$ cat src/design/hrlp_pkg.sv
// hrlp_pkg: shared constants, codes and types of the request line parser
// no dependencies
`default_nettype none
package hrlp_pkg;
	localparam int unsigned LEN_W = 13;
	localparam logic [LEN_W-1:0] MAX_LINE = 13'd8191;
	localparam int unsigned MAX_METHOD = 7;

	localparam logic [1:0] STATUS_OK      = 2'd0;
	localparam logic [1:0] STATUS_BAD     = 2'd1;
	localparam logic [1:0] STATUS_VERSION = 2'd2;

	typedef enum logic [3:0] {
		ST_METHOD, ST_URL_GAP, ST_SCHEME, ST_HOST, ST_PORT, ST_PATH,
		ST_QUERY, ST_VER_GAP, ST_VER_PREFIX, ST_VER_MAJOR, ST_VER_MINOR
	} stage_t;

	typedef struct packed {
		logic [1:0]       status;
		logic [2:0]       method;
		logic             version_minor;
		logic [LEN_W-1:0] host_offset;
		logic [LEN_W-1:0] host_len;
		logic [LEN_W-1:0] port_offset;
		logic [LEN_W-1:0] port_len;
		logic [LEN_W-1:0] path_offset;
		logic [LEN_W-1:0] path_len;
		logic [LEN_W-1:0] ext_len;
		logic [LEN_W-1:0] query_offset;
		logic [LEN_W-1:0] query_len;
	} result_t;

	function automatic logic is_digit(input logic [7:0] b);
		return b >= 8'h30 && b <= 8'h39;
	endfunction

	function automatic logic is_alnum(input logic [7:0] b);
		return is_digit(b) || (b >= 8'h41 && b <= 8'h5A) || (b >= 8'h61 && b <= 8'h7A);
	endfunction

	function automatic logic is_blank(input logic [7:0] b);
		return b == 8'h20 || b == 8'h09;
	endfunction

	function automatic logic path_char_ok(input logic [7:0] b);
		logic r;
		case (b) inside
			8'h7B, 8'h7D, 8'h7C, 8'h5C, 8'h5E, 8'h7E, 8'h5B, 8'h5D,
			8'h27, 8'h3C, 8'h3E, 8'h22, 8'h20: r = 1'b0;
			default: r = !(b <= 8'h1F || b >= 8'h7F);
		endcase
		return r;
	endfunction

	function automatic logic query_char_ok(input logic [7:0] b);
		return b == 8'h3D || b == 8'h26 || b == 8'h25 || is_alnum(b);
	endfunction

	// decimal accumulate, saturating at 15
	function automatic logic [3:0] sat_acc(input logic [3:0] acc, input logic [7:0] b);
		logic [7:0] v;
		v = {4'd0, acc} * 8'd10 + (b - 8'h30);
		return (v > 8'd15) ? 4'd15 : v[3:0];
	endfunction

	// lower-case letter of "http/" at a given place
	function automatic logic [7:0] ver_char(input logic [2:0] i);
		logic [7:0] c;
		case (i)
			3'd0: c = 8'h68;
			3'd1: c = 8'h74;
			3'd2: c = 8'h74;
			3'd3: c = 8'h70;
			3'd4: c = 8'h2F;
			default: c = 8'h00;
		endcase
		return c;
	endfunction
endpackage
`default_nettype wire

$ cat src/design/hrlp_stream_if.sv
// hrlp_stream_if: valid/ready channel carrying one payload item
// no dependencies
`default_nettype none
interface hrlp_stream_if #(parameter type T = logic [7:0]);
	logic valid;
	logic ready;
	T     data;
	modport source (output valid, output data, input ready);
	modport sink   (input valid, input data, output ready);
endinterface
`default_nettype wire

$ cat src/design/hrlp_method_match.sv
// hrlp_method_match: matches collected method bytes against the eight names
// depends on hrlp_pkg
`default_nettype none
module hrlp_method_match (
	input  wire logic [55:0] chars,
	input  wire logic [2:0]  count,
	output logic             hit,
	output logic [2:0]       code
);
	import hrlp_pkg::*;

	// names packed low byte first, zero padded
	always_comb begin
		hit  = 1'b1;
		code = 3'd0;
		case (chars)
			56'h0000000054_4547:       code = 3'd0;
			56'h0000000054_5550:       code = 3'd1;
			56'h00000054_534F50:       code = 3'd2;
			56'h00000044_414548:       code = 3'd3;
			56'h000045_43415254:       code = 3'd4;
			56'h0045_5445_4C45_44:     code = 3'd5;
			56'h53_4E_4F_49_54_50_4F:  code = 3'd6;
			56'h54_43_45_4E_4E_4F_43:  code = 3'd7;
			default:                   hit = 1'b0;
		endcase
		if (count == 3'd0 || count > 3'(MAX_METHOD))
			hit = 1'b0;
	end
endmodule
`default_nettype wire

$ cat src/design/http_request_line_parser_unit.sv
// http_request_line_parser_unit: top level of the request line parser
// depends on hrlp_pkg, hrlp_stream_if, hrlp_method_match
//
// One byte is taken every cycle while the skid is empty. Each byte is
// classified and the line state updated in the cycle it is accepted; a
// result (at CR LF or the first error) lands in an output register with a
// one-entry skid behind it, so input keeps flowing while one result waits.
// Status 1 is a bad request, 2 an unsupported version; fields other than
// status are zero on error.
`default_nettype none
module http_request_line_parser_unit (
	input  wire logic                        clk,
	input  wire logic                        arst_n,
	input  wire logic                        cfg_we,
	input  wire logic [hrlp_pkg::LEN_W-1:0]  cfg_wdata,
	hrlp_stream_if.sink                      req,
	hrlp_stream_if.source                    res
);
	import hrlp_pkg::*;

	logic [LEN_W-1:0] max_len_q;
	stage_t           stage_q;
	logic [LEN_W-1:0] pos_q;
	logic [55:0]      mchars_q;
	logic [2:0]       mcount_q, mcode_q, sub_q;
	logic [3:0]       major_q, minor_q;
	logic [LEN_W-1:0] host_off_q, host_len_q, port_off_q, port_len_q;
	logic [LEN_W-1:0] path_off_q, path_len_q, ext_q, query_off_q, query_len_q;
	logic             saw_cr_q, discard_q;

	result_t          out_q, skid_q;
	logic             out_vld_q, skid_vld_q;

	logic       m_hit;
	logic [2:0] m_code;
	hrlp_method_match u_match (.chars(mchars_q), .count(mcount_q), .hit(m_hit), .code(m_code));

	logic [7:0] b;
	logic       take;
	logic [LEN_W-1:0] limit, pos1;
	assign b     = req.data;
	assign req.ready = !skid_vld_q;
	assign take  = req.valid && req.ready;
	assign limit = (max_len_q < MAX_LINE) ? max_len_q : MAX_LINE;
	assign pos1  = pos_q + 1'b1;

	// per-byte decision
	logic       emit, err, restart, nxt_discard;
	logic [1:0] st;
	logic [7:0] lc;
	assign lc = (b >= 8'h41 && b <= 8'h5A) ? b + 8'd32 : b;

	always_comb begin
		emit = 1'b0; err = 1'b0; st = STATUS_BAD;
		restart = 1'b0; nxt_discard = 1'b0;
		if (discard_q) begin
			restart = (b == 8'h0A);
		end else if (pos_q >= limit) begin
			err = 1'b1;
		end else if (saw_cr_q) begin
			if (b == 8'h0A) begin emit = 1'b1; st = STATUS_OK; restart = 1'b1; end
			else err = 1'b1;
		end else if (b == 8'h0A) begin
			err = 1'b1;
		end else begin
			case (stage_q)
				ST_METHOD: begin
					if (!(is_blank(b) && mcount_q == 3'd0)) begin
						if (b == 8'h20) err = !m_hit;
						else if (b < 8'h41 || b > 8'h5A || mcount_q >= 3'(MAX_METHOD)) err = 1'b1;
					end
				end
				ST_URL_GAP: err = !(is_blank(b) || b == 8'h68 || b == 8'h48 || b == 8'h2F);
				ST_SCHEME: begin
					if (sub_q == 3'd0)
						err = !(b == 8'h3A || is_alnum(b) || b == 8'h2D || b == 8'h2B || b == 8'h2E);
					else err = (b != 8'h2F);
				end
				ST_HOST: begin
					if (b == 8'h3A || b == 8'h2F || b == 8'h20) err = (b == 8'h20 && pos_q == host_off_q);
					else err = !(is_alnum(b) || b == 8'h2D || b == 8'h2E);
				end
				ST_PORT: begin
					if (b == 8'h2F || b == 8'h20) err = (b == 8'h20 && pos_q == port_off_q);
					else err = !is_digit(b);
				end
				ST_PATH: err = !(b == 8'h3F || b == 8'h20 || b == 8'h2E || path_char_ok(b));
				ST_QUERY: begin
					if (b == 8'h20) err = (pos_q == query_off_q);
					else err = !query_char_ok(b);
				end
				ST_VER_GAP, ST_VER_PREFIX: begin
					if (!(stage_q == ST_VER_GAP && is_blank(b))) begin
						if (stage_q == ST_VER_GAP) err = (lc != ver_char(3'd0));
						else err = (sub_q > 3'd4 || lc != ver_char(sub_q));
					end
				end
				ST_VER_MAJOR: err = !(is_digit(b) || (b == 8'h2E && sub_q == 3'd1));
				ST_VER_MINOR: begin
					if (is_digit(b)) err = 1'b0;
					else if (b == 8'h0D && sub_q == 3'd1) begin
						if (major_q != 4'd1 || minor_q > 4'd1) begin
							err = 1'b1; st = STATUS_VERSION;
						end
					end else err = 1'b1;
				end
				default: err = 1'b1;
			endcase
		end
		if (err) begin
			emit = 1'b1; restart = 1'b1; nxt_discard = (b != 8'h0A);
		end
	end

	// result word
	result_t r;
	logic [LEN_W-1:0] pl, pe;
	always_comb begin
		r = '0;
		r.status = st;
		if (!err) begin
			r.method = mcode_q; r.version_minor = minor_q[0];
			r.host_offset = host_off_q; r.host_len = host_len_q;
			r.port_offset = port_off_q; r.port_len = port_len_q;
			r.path_offset = path_off_q; r.path_len = path_len_q; r.ext_len = ext_q;
			r.query_offset = query_off_q; r.query_len = query_len_q;
		end
	end
	assign pl = pos_q - path_off_q;
	assign pe = (ext_q != '0) ? pos_q - ext_q : '0;

	// configuration register
	always_ff @(posedge clk or negedge arst_n) begin
		if (!arst_n) max_len_q <= MAX_LINE;
		else if (cfg_we) max_len_q <= cfg_wdata;
	end

	// line state
	always_ff @(posedge clk or negedge arst_n) begin
		if (!arst_n) begin
			stage_q <= ST_METHOD; pos_q <= '0; mchars_q <= '0; mcount_q <= '0;
			mcode_q <= '0; sub_q <= '0; major_q <= '0; minor_q <= '0;
			host_off_q <= '0; host_len_q <= '0; port_off_q <= '0; port_len_q <= '0;
			path_off_q <= '0; path_len_q <= '0; ext_q <= '0;
			query_off_q <= '0; query_len_q <= '0; saw_cr_q <= 1'b0; discard_q <= 1'b0;
		end else if (take) begin
			if (restart) begin
				stage_q <= ST_METHOD; pos_q <= '0; mchars_q <= '0; mcount_q <= '0;
				mcode_q <= '0; sub_q <= '0; major_q <= '0; minor_q <= '0;
				host_off_q <= '0; host_len_q <= '0; port_off_q <= '0; port_len_q <= '0;
				path_off_q <= '0; path_len_q <= '0; ext_q <= '0;
				query_off_q <= '0; query_len_q <= '0; saw_cr_q <= 1'b0;
				discard_q <= nxt_discard;
			end else if (!discard_q) begin
				pos_q <= pos1;
				case (stage_q)
					ST_METHOD: begin
						if (!(is_blank(b) && mcount_q == 3'd0)) begin
							if (b == 8'h20) begin mcode_q <= m_code; stage_q <= ST_URL_GAP; end
							else begin
								mchars_q[8*mcount_q +: 8] <= b;
								mcount_q <= mcount_q + 1'b1;
							end
						end
					end
					ST_URL_GAP: begin
						if (b == 8'h68 || b == 8'h48) begin stage_q <= ST_SCHEME; sub_q <= '0; end
						else if (b == 8'h2F) begin path_off_q <= pos1; stage_q <= ST_PATH; end
					end
					ST_SCHEME: begin
						if (sub_q == 3'd0) begin
							if (b == 8'h3A) sub_q <= 3'd1;
						end else if (sub_q == 3'd1) sub_q <= 3'd2;
						else begin host_off_q <= pos1; stage_q <= ST_HOST; sub_q <= '0; end
					end
					ST_HOST: begin
						if (b == 8'h3A || b == 8'h2F || b == 8'h20) begin
							host_len_q <= pos_q - host_off_q;
							if (b == 8'h3A) begin port_off_q <= pos1; stage_q <= ST_PORT; end
							else if (b == 8'h2F) begin path_off_q <= pos1; stage_q <= ST_PATH; end
							else stage_q <= ST_VER_GAP;
						end
					end
					ST_PORT: begin
						if (b == 8'h2F || b == 8'h20) begin
							port_len_q <= pos_q - port_off_q;
							if (b == 8'h2F) begin path_off_q <= pos1; stage_q <= ST_PATH; end
							else stage_q <= ST_VER_GAP;
						end
					end
					ST_PATH: begin
						if (b == 8'h3F || b == 8'h20) begin
							path_len_q <= pl; ext_q <= pe;
							if (b == 8'h3F) begin query_off_q <= pos1; stage_q <= ST_QUERY; end
							else stage_q <= ST_VER_GAP;
						end else if (b == 8'h2E) ext_q <= pos1;
					end
					ST_QUERY: begin
						if (b == 8'h20) begin
							query_len_q <= pos_q - query_off_q; stage_q <= ST_VER_GAP;
						end
					end
					ST_VER_GAP: begin
						if (!is_blank(b)) begin stage_q <= ST_VER_PREFIX; sub_q <= 3'd1; end
					end
					ST_VER_PREFIX: begin
						if (sub_q == 3'd4) begin stage_q <= ST_VER_MAJOR; sub_q <= '0; end
						else sub_q <= sub_q + 1'b1;
					end
					ST_VER_MAJOR: begin
						if (is_digit(b)) begin major_q <= sat_acc(major_q, b); sub_q <= 3'd1; end
						else begin stage_q <= ST_VER_MINOR; sub_q <= '0; end
					end
					ST_VER_MINOR: begin
						if (is_digit(b)) begin minor_q <= sat_acc(minor_q, b); sub_q <= 3'd1; end
						else saw_cr_q <= 1'b1;
					end
					default: stage_q <= ST_METHOD;
				endcase
			end
		end
	end

	// output register with skid
	always_ff @(posedge clk or negedge arst_n) begin
		if (!arst_n) begin
			out_vld_q <= 1'b0; skid_vld_q <= 1'b0;
		end else begin
			if (!out_vld_q || res.ready) begin
				if (skid_vld_q) begin
					out_vld_q <= 1'b1; skid_vld_q <= 1'b0;
				end else out_vld_q <= take && emit;
			end else if (take && emit) skid_vld_q <= 1'b1;
		end
	end

	always_ff @(posedge clk) begin
		if (!out_vld_q || res.ready) begin
			if (skid_vld_q) out_q <= skid_q;
			else out_q <= r;
		end else if (take && emit) skid_q <= r;
	end

	assign res.valid = out_vld_q;
	assign res.data  = out_q;
endmodule
`default_nettype wire
$ cat src/flat_wrapper.sv
// flat-port wrapper written by rule: the top's interface ports become plain ports
module http_request_line_parser_unit_flat import hrlp_pkg::*;
  (clk, arst_n, cfg_we, cfg_wdata, req_valid, req_data, req_ready, res_valid, res_data, res_ready);
  hrlp_stream_if req_i ();
  hrlp_stream_if res_i ();
  input  wire logic clk;
  input  wire logic arst_n;
  input  wire logic cfg_we;
  input  wire logic [hrlp_pkg::LEN_W-1:0] cfg_wdata;
  input wire logic [$bits(req_i.valid)-1:0] req_valid;
  input wire logic [$bits(req_i.data)-1:0] req_data;
  output wire logic [$bits(req_i.ready)-1:0] req_ready;
  output wire logic [$bits(res_i.valid)-1:0] res_valid;
  output wire logic [$bits(res_i.data)-1:0] res_data;
  input wire logic [$bits(res_i.ready)-1:0] res_ready;
  assign req_i.valid = req_valid;
  assign req_i.data = req_data;
  assign req_ready = req_i.ready;
  assign res_valid = res_i.valid;
  assign res_data = res_i.data;
  assign res_i.ready = res_ready;
  http_request_line_parser_unit u_core (.clk(clk), .arst_n(arst_n), .cfg_we(cfg_we), .cfg_wdata(cfg_wdata), .req(req_i), .res(res_i));
endmodule
$ cat config.mk
export PLATFORM = sky130hd
export DESIGN_NAME = http_request_line_parser_unit_flat
export DESIGN_NICKNAME = d
export VERILOG_FILES = /design/src/design/hrlp_pkg.sv /design/src/design/hrlp_stream_if.sv /design/src/design/hrlp_method_match.sv /design/src/design/http_request_line_parser_unit.sv /design/src/flat_wrapper.sv
export SDC_FILE = /design/constraint.sdc
export NUM_CORES = 1
export LEC_CHECK = 0
export ABC_AREA = 1
export BUFFER_PORTS_ARGS = -buffer_cell sky130_fd_sc_hd__buf_2
export CAP_MARGIN = 20
export CORE_AREA = 10 10 179 198
export DETAILED_ROUTE_END_ITERATION = 10
export DIE_AREA = 0 0 189 208
export HOLD_SLACK_MARGIN = 0.1
export PLACE_DENSITY = 0.61
export SETUP_SLACK_MARGIN = 0.1
export SYNTH_ARGS = -nofsm -noshare
export SYNTH_HDL_FRONTEND = slang
export SYNTH_SLANG_ARGS = --single-unit
$ cat constraint.sdc
create_clock -name clk -period 5.04 [get_ports clk]
set_clock_uncertainty 0.2 [all_clocks]
set_input_delay 0.504 -clock clk [delete_from_list [all_inputs] [get_ports clk]]
set_output_delay 0.504 -clock clk [all_outputs]
set_load 0.005 [all_outputs]
After elaboration in Yosys (flattened, before gate mapping)
Cells that the tools add are included.
- add/sub/neg operators: 9
- $mul: 2
- divide/modulo/power cells: 0
- $lt $le $gt $ge: 18
- equality and inequality tests: 79
- shift operators: 2
- multiplexer cells: 125
- bitwise operators: 1
- reductions and logical operators: 87
- operators by type and width (cell ; number):
    $mux W56 ; 5
    $mux W13 ; 18
    $eq A56 B23 Y1 const B ; 2
    $eq A56 B31 Y1 const B ; 2
    $eq A56 B55 Y1 const B ; 2
    $eq A8 B6 Y1 const B ; 14
    $mux W8 ; 14
    $mux W4 ; 26
    $eq A8 B7 Y1 const B ; 10
    $bwmux W56 ; 1
    $eq A56 B39 Y1 const B ; 1
    $eq A56 B47 Y1 const B ; 1
    $shift A8 B34 Y56 const A ; 1
    $shiftx A8 B34 Y56 ; 1
    $pmux W4 S11 ; 1
    $mux W1 ; 42
    $eq A13 B13 Y1 ; 3
    $mux W3 ; 13
    $neg A6 Y34 ; 1
    $logic_or A1 B1 Y1 ; 30
    $pmux W7 S4 ; 1
    $reduce_bool A2 Y1 ; 14
    $eq A8 B4 Y1 const B ; 3
    $ge A8 B7 Y1 const B ; 3
    53 further kinds ; 114
- register bits: 167
- bits in latches: 0
- RAM bits: 0
- bits in read-only memories: 0
- input bits: 26
- output and inout port bits: 10
- logic and storage cells: 341
- memories: 0

Depth between registers and ports, before layout
- depth in word-level cells: 23
- depth in mapped cells: 23
- depth with buffers taken out: 22

By module
A second synthesis with hierarchy kept.
- cell total of the unflattened synthesis: 1633
- area total of the unflattened synthesis: 11481.0 um2
- by module, submodules not included (module ; instances ; cells each ; area an instance (um2) ; sequential area each (um2)):
    http_request_line_parser_unit ; 1 ; 1411 ; 10536.4 ; 4275.4
    hrlp_method_match ; 1 ; 222 ; 944.7 ; 0.0

Worst setup path before layout
No wires, ideal clock.
- path type: input -> register
- start: input req_data[4]
- end: register u_core.skid_q[0] in the netlist's numbering, enable pin
- library setup time: 0.370 ns
- arrival: 2.398 ns
- required time: 4.470 ns
- setup slack: 2.072 ns
- stages on the path: 16
- path buffers: 0
- cell sequence: inv_1 > ha_1 > nand2_4 > inv_4 > nand2_4 > nor2_2 > nand3_1 > nand2_1 > nor2_1 > nand3_1 > nor2_1 > nand3_1 > nor2_1 > nand3_2 > nand4_1 > nor2_1
- longest elaborated chain between the ends: 19
- elaborated cells between the ends (all ways): 116
- classes of those cells: 1 x add/sub; 10 x order compare; 30 x eq/ne; 29 x mux; 46 x reduce/logical
- ends and longest elaborated chain (what ; RTL line ; source):
    from (decl) ; flat_wrapper.sv:11 ; input wire logic [$bits(req_i.data)-1:0] req_data;
    $le A8 B5 Y1 or $ge A8 B7 Y1 (tied branches) ; hrlp_pkg.sv:50 ; default: r = !(b <= 8'h1F || b >= 8'h7F);
    $logic_or A1 B1 Y1 ; hrlp_pkg.sv:50 ;
    $logic_not A1 Y1 ; hrlp_pkg.sv:50 ;
    $mux W1 ; hrlp_pkg.sv:47 ; case (b) inside
    $mux W1 ; http_request_line_parser_unit.sv:66 ; case (stage_q)
    $mux W1 ; http_request_line_parser_unit.sv:63 ; end else if (b == 8'h0A) begin
    $mux W1 ; http_request_line_parser_unit.sv:60 ; end else if (saw_cr_q) begin
    $mux W1 ; http_request_line_parser_unit.sv:58 ; end else if (pos_q >= limit) begin
    [... 3 more ...] ; - ;
    $pmux W1 S10 ; http_request_line_parser_unit.sv:66 ;
    $mux W1 ; http_request_line_parser_unit.sv:63 ;
    $mux W1 ; http_request_line_parser_unit.sv:60 ;
    $mux W1 ; http_request_line_parser_unit.sv:58 ;
    $mux W1 ; http_request_line_parser_unit.sv:56 ; if (discard_q) begin
    $mux W1 * ; http_request_line_parser_unit.sv:110 ; if (err) begin
    $logic_and A1 B1 Y1 * ; http_request_line_parser_unit.sv:241 ; end else if (take && emit) skid_q <= r;
    $reduce_and A2 Y1 (no source line) * ; - ;
    to (signal assigned) ; http_request_line_parser_unit.sv:241 ;
    to (decl) ; http_request_line_parser_unit.sv:31 ; result_t out_q, skid_q;
Every way passes the cells marked *; elsewhere a longest branch is shown, timed or not. The select of a mux whose other input is x is not followed.
A chain may end at the register's enable or synchronous reset.

Worst setup path in the final report
- start: register u_core.sub_q[1]
- end: register u_core.query_off_q[0]
- longest elaborated chain between the ends: 22
- elaborated cells between the ends (all ways): 38
- classes of those cells: 1 x order compare; 6 x eq/ne; 20 x mux; 11 x reduce/logical
- ends and longest elaborated chain (what ; RTL line ; source):
    from (decl) ; http_request_line_parser_unit.sv:25 ; logic [2:0] mcount_q, mcode_q, sub_q;
    from (signal assigned) ; http_request_line_parser_unit.sv:208 ; else sub_q <= sub_q + 1'b1;
    $eq A3 B2 Y1 or $eq A3 B1 Y1 (tied branches) ; hrlp_pkg.sv:69, http_request_line_parser_unit.sv:98, http_request_line_parser_unit.sv:101 ;
    $reduce_or A2 Y1 (no source line) ; - ;
    $pmux W7 S4 ; hrlp_pkg.sv:69 ; case (i)
    $mux W8 ; http_request_line_parser_unit.sv:94 ; if (stage_q == ST_VER_GAP) err = (lc != ver_char(3'd0));
    $mux W8 ; http_request_line_parser_unit.sv:93 ; if (!(stage_q == ST_VER_GAP && is_blank(b))) begin
    $mux W8 ; http_request_line_parser_unit.sv:66 ;
    $mux W8 ; http_request_line_parser_unit.sv:63 ;
    $mux W8 ; http_request_line_parser_unit.sv:60 ;
    [... 6 more ...] ; - ;
    $pmux W1 S10 * ; http_request_line_parser_unit.sv:66 ;
    $mux W1 * ; http_request_line_parser_unit.sv:63 ;
    $mux W1 * ; http_request_line_parser_unit.sv:60 ;
    $mux W1 * ; http_request_line_parser_unit.sv:58 ;
    $mux W1 * ; http_request_line_parser_unit.sv:56 ;
    $mux W1 * ; http_request_line_parser_unit.sv:110 ;
    $ne A2 B2 Y1 (no source line) or $reduce_bool A2 Y1 (tied branches) ; - ;
    $reduce_and A5 Y1 (no source line) ; - ;
    to (signal assigned) ; http_request_line_parser_unit.sv:145 ; query_off_q <= '0; query_len_q <= '0; saw_cr_q <= 1'b0; discard_q <= 1'b0;
    to (signal assigned) ; http_request_line_parser_unit.sv:152 ; query_off_q <= '0; query_len_q <= '0; saw_cr_q <= 1'b0;
    to (signal assigned) ; http_request_line_parser_unit.sv:194 ; if (b == 8'h3F) begin query_off_q <= pos1; stage_q <= ST_QUERY; end
    to (decl) ; http_request_line_parser_unit.sv:28 ; logic [LEN_W-1:0] path_off_q, path_len_q, ext_q, query_off_q, query_len_q;
Marked as above.

==> impl_metrics.csv <==
group,metric,value,unit
detailed_routing,wl,31.3,mm
yosys,mappedNetlistArea,11500,µm²
yosys,synth.top_cell.area_share,30.1,%
clocking,htreeDepth,4,
setup_path,r2r-start,"u_core.sub_q[1]",
detailed_routing,ant_nets,0,
clocking,clk_path_buf_depth,2,
cells_and_area,nNetsFinal,1755,
setup_path,cp-start-kind,"flop",
timing,slew_headroom,51.6,%
placement,placed_area,12000,µm²
setup_path,worstPathArrival,3.96,ns
floorplan,die_h,208,µm
yosys,syn_nets,1723,
setup_path,end_kind,"flop",
timing,slew_viol_final,0,
yosys,yosysWarnings,0,
floorplan,io_pins,36,
pwr,leakage,0.00651,µW
cells_and_area,final_util,40.8,%
yosys,synth.area.top_cells,"dfrtp_1 30%, nand2_1 17%, nor2_1 6.7%",
global_route,grt_pass1_wl,51.2,mm
min_path,min_path_cells,3,
detailed_routing,drt_first_pass_iters,5,
cells_and_area,area_growth,11.1,%
setup_path,reg2reg_depth,19,
global_route,grt_pass1_vias,10000,
placement,hpwl,23.6,mm
placement,portBuffers,35,
timing,rsz0062_at_grt,"false",
clocking,postCtsResizedCells,0,
global_route,track_usage,15.8,%
timing,timing.fmax,0.261,GHz
placement,dp.cells,2050,
yosys,ys_seq_elements,167,
setup_path,crit_required,5.17,ns
setup_path,crit_chain,"inv_1, ha_1, o21ai_0, nand2_1, nor2_1, nand3_1, nand2_1, nand2_1, nand2_1, nand2_1, nor2_1, nand3_1, nand2_1, nand3_2, nand2_4, nand2_4, inv_2, nand2_1, o21ai_0",
clocking,cts_buffers,17,
min_path,min_to,"u_core.mchars_q[4]",
timing,hold_viol,0,
timing,whs,0.230,ns
detailed_routing,drc,0,
floorplan,die-area,39300,µm²
floorplan,die-width,189,µm
clocking,clk_pin_slew_worst_paths,0.07,ns
timing,fin_setup_tns,0,ns
setup_path,regToRegSetupSlack,1.21,ns
setup_path,critPathTopFamily,"simple AND/OR/NAND/NOR gates",
global_route,grt_antenna_before_repair,0,
pwr,pwr-share-comb,42.1,%
yosys,syn_avg_cell_area,7.03,µm²
timing,worst_slew_pin_slew,0.721,ns
yosys,synth-edff-count,16,
yosys,async_flop_share,90.4,%
clocking,cts_root_buf,"clkbuf_16",
setup_path,r2r-end,"u_core.query_off_q[0]",
timing,finalSetupViolCount,0,
timing,fin_crit,3.83,ns
setup_path,critPathMaxStageDelay,0.41,ns
yosys,synth-main-ff-cell,"dfrtp_1",
cells_and_area,fin_area,12700,µm²
pwr,p_switching,2370,µW
setup_path,cp_slowest_cell,"inv_2",
detailed_routing,drt_iter0_drc,724,
pwr,seqPwrFrac,33.8,%
yosys,synthCells,1631,
setup_path,worstPathMaxFanout,25,
global_route,grt.overflow.total,0,
setup_path,crit_type,"flop to flop",
clocking,clkSinkCount,167,
clocking,clock_latency,0.43,ns
placement,gp_congestion,0.902,
run_status,status,"complete, no violations",
detailed_routing,wl_per_cell,14.9,µm
setup_path,cp_num_buf_inv,2,
pwr,vdd_drop_max,0.000228,V
yosys,synthDistinctLibCells,49,
setup_path,cpMostUsedCell,"nand2_1",
timing,fin_crit_sh,75.9,%
cells_and_area,drive_above_1_share,7.70,%
detailed_routing,vias,10400,
floorplan,initial_utilization,36.7,%
floorplan,rows,68,
floorplan,core-area,31200,µm²
min_path,worst_hold_path_type,"input pin to flop",
clocking,cts_tree,"done",
detailed_routing,via_per_inst,4.95,
global_route,grt_max_degree,80,
cells_and_area,fillers,3264,
yosys,yosysSeqAreaShare,37.3,%
yosys,synth.largest_area_cell,"dfrtp_1",
pwr,p_clk_share,24.1,%
min_path,holdCritStartpoint,"req_data[4]",
pwr,p_sw_share,44.4,%
job,maxCapViolations,0,
cells_and_area,fin_cells,2096,
pwr,p_int,2970,µW
pwr,p_per_area,420,nW/µm²
cells_and_area,num_antenna_cells,0,
==> worst reg2reg max path, delay by kind of cell (launching register included) <==
kind            cells  cell delay, ns
simple gates       14            1.90
buf+inv             2            0.49
flops               1            0.40
compound gates      2            0.54
fa+ha+maj           1            0.19
==> cell usage in the layout, fill, tap and decap left out, types with 11 or more instances in the layout <==
cell,synthesis,layout
dfrtp_1,138,138
nand3_1,126,126
clkbuf_16,0,17
xor2_1,23,23
inv_1,199,199
edfxtp_1,16,16
xnor2_1,16,16
buf_2,11,34
nor2_1,206,206
nor3_1,20,20
dfstp_2,13,13
ha_1,61,61
nand4_1,78,78
nor2_2,12,11
dlygate4sd3_1,0,14
o21ai_0,66,66
nand2_1,516,516
a21oi_1,31,31
==> power groups by stage <==
| stage | logic (µW) | registers (µW) | clock network [µW] |
|---|---|---|---|
| 2_1_floorplan | 1690 | 1770 | 0 |
| 3_3_place_gp | 2220 | 1830 | 0 |
| 3_5_place_dp | 2240 | 1830 | 0 |
| 4_1_cts | 2260 | 1810 | 1310 |
| 5_1_grt | 2570 | 1840 | 1360 |
| 6_report | 2250 | 1810 | 1290 |
==> how the worst max path moves through the flow <==
stage                         start                     to  cells past startpoint
finish              u_core.sub_q[1]  u_core.query_off_q[0]                     19
global route        u_core.sub_q[1]   u_core.host_off_q[2]                     19
CTS                 u_core.sub_q[1]  u_core.query_off_q[0]                     19
detailed placement      req_data[4]   u_core.port_off_q[0]                     21
global placement        req_data[5]    u_core.mchars_q[45]                     18
floorplan               req_data[4]       u_core.skid_q[0]                     16
==> through the flow <==
stage / setup slack (ns) / total power, µW
final: 1.21 / 5350
after global routing: 0.996 / 5770
after CTS: 1.23 / 5380
after detailed placement: 1.14 / 4070
after global placement: 1.22 / 4040
after floorplan: 2.07 / 3460
==> cell usage after synthesis, types with 2 or more instances <==
cell type,number
nor4_1,2
nand3_2,3
o2111ai_1,2
dfrtp_1,138
nor3_1,20
xnor2_1,16
buf_4,7
nor2_2,12
o22ai_1,2
a22o_1,2
nand2_1,516
nand3_1,126
inv_1,199
nand2_2,3
and2_1,3
clkbuf_1,20
fa_1,5
o211ai_1,3
o21ai_1,3
inv_2,6
o21ai_0,66
xor2_1,23
nand4_1,78
nand3b_1,4
a31oi_1,2
a21oi_1,31
nand3_4,2
or2_2,5
nand3b_4,2
edfxtp_1,16
dfstp_2,13
buf_6,5
nand2_4,4
nor2_4,2
ha_1,61
buf_2,11
nor2_1,206
==> metal layers <==
| layer | vias to the layer above | part of all wire [%] | track usage (%) |
|---|---|---|---|
| li1 | 5286 | - | - |
| met1 | 4827 | 46 | 20.3 |
| met2 | 216 | 48 | 26.4 |
| met3 | 45 | 3.5 | 2.44 |
| met4 | 0 | 2.4 | 5.54 |
| met5 | - | 0 | 0 |
==> kinds of logic after synthesis <==
logic type	after synthesis	share of synthesized area (%)
simple gates	989	37.5
buf+inv	249	8.85
flops	167	37.3
compound gates	120	5.74
fa+ha+maj	66	7.53
xor+xnor	39	2.98
mux	1	0.0982
==> registers in the layout, indices dropped and copies added (netlist names) <==
signal	cells
u_core.max_len_q	13
u_core.mcount_q	3
u_core.res.data	8
u_core.pos_q	13
u_core.sub_q	3
u_core.mchars_q	56
u_core.minor_q	4
u_core.skid_vld_q	1
u_core.skid_q	8
u_core.discard_q	1
u_core.saw_cr_q	1
u_core.stage_q	4
u_core.host_off_q	13
u_core.query_len_q	8
u_core.port_off_q	13
u_core.major_q	4
u_core.res.valid	1
u_core.query_off_q	13
==> area by class of cell <==
cell class	count	area, µm²	share of cell area [%]
Inverter	206	776	6.09
Sequential cell	167	4280	33.6
Clock buffer	17	425	3.34
Tap cell	420	526	4.13
Timing Repair Buffer	56	395	3.11
Clock inverter	15	155	1.22
Multi-Input combinational cell	1215	6180	48.5
==> repair_timing <==
action / 4_1_cts / 5_1_grt
hold endpoints to repair: 72 / 0
hold buffers: 14 / 0
setup endpoints to repair: 0 / 0
setup buffers: 0 / 0
(Power assumes the default switching activity.)
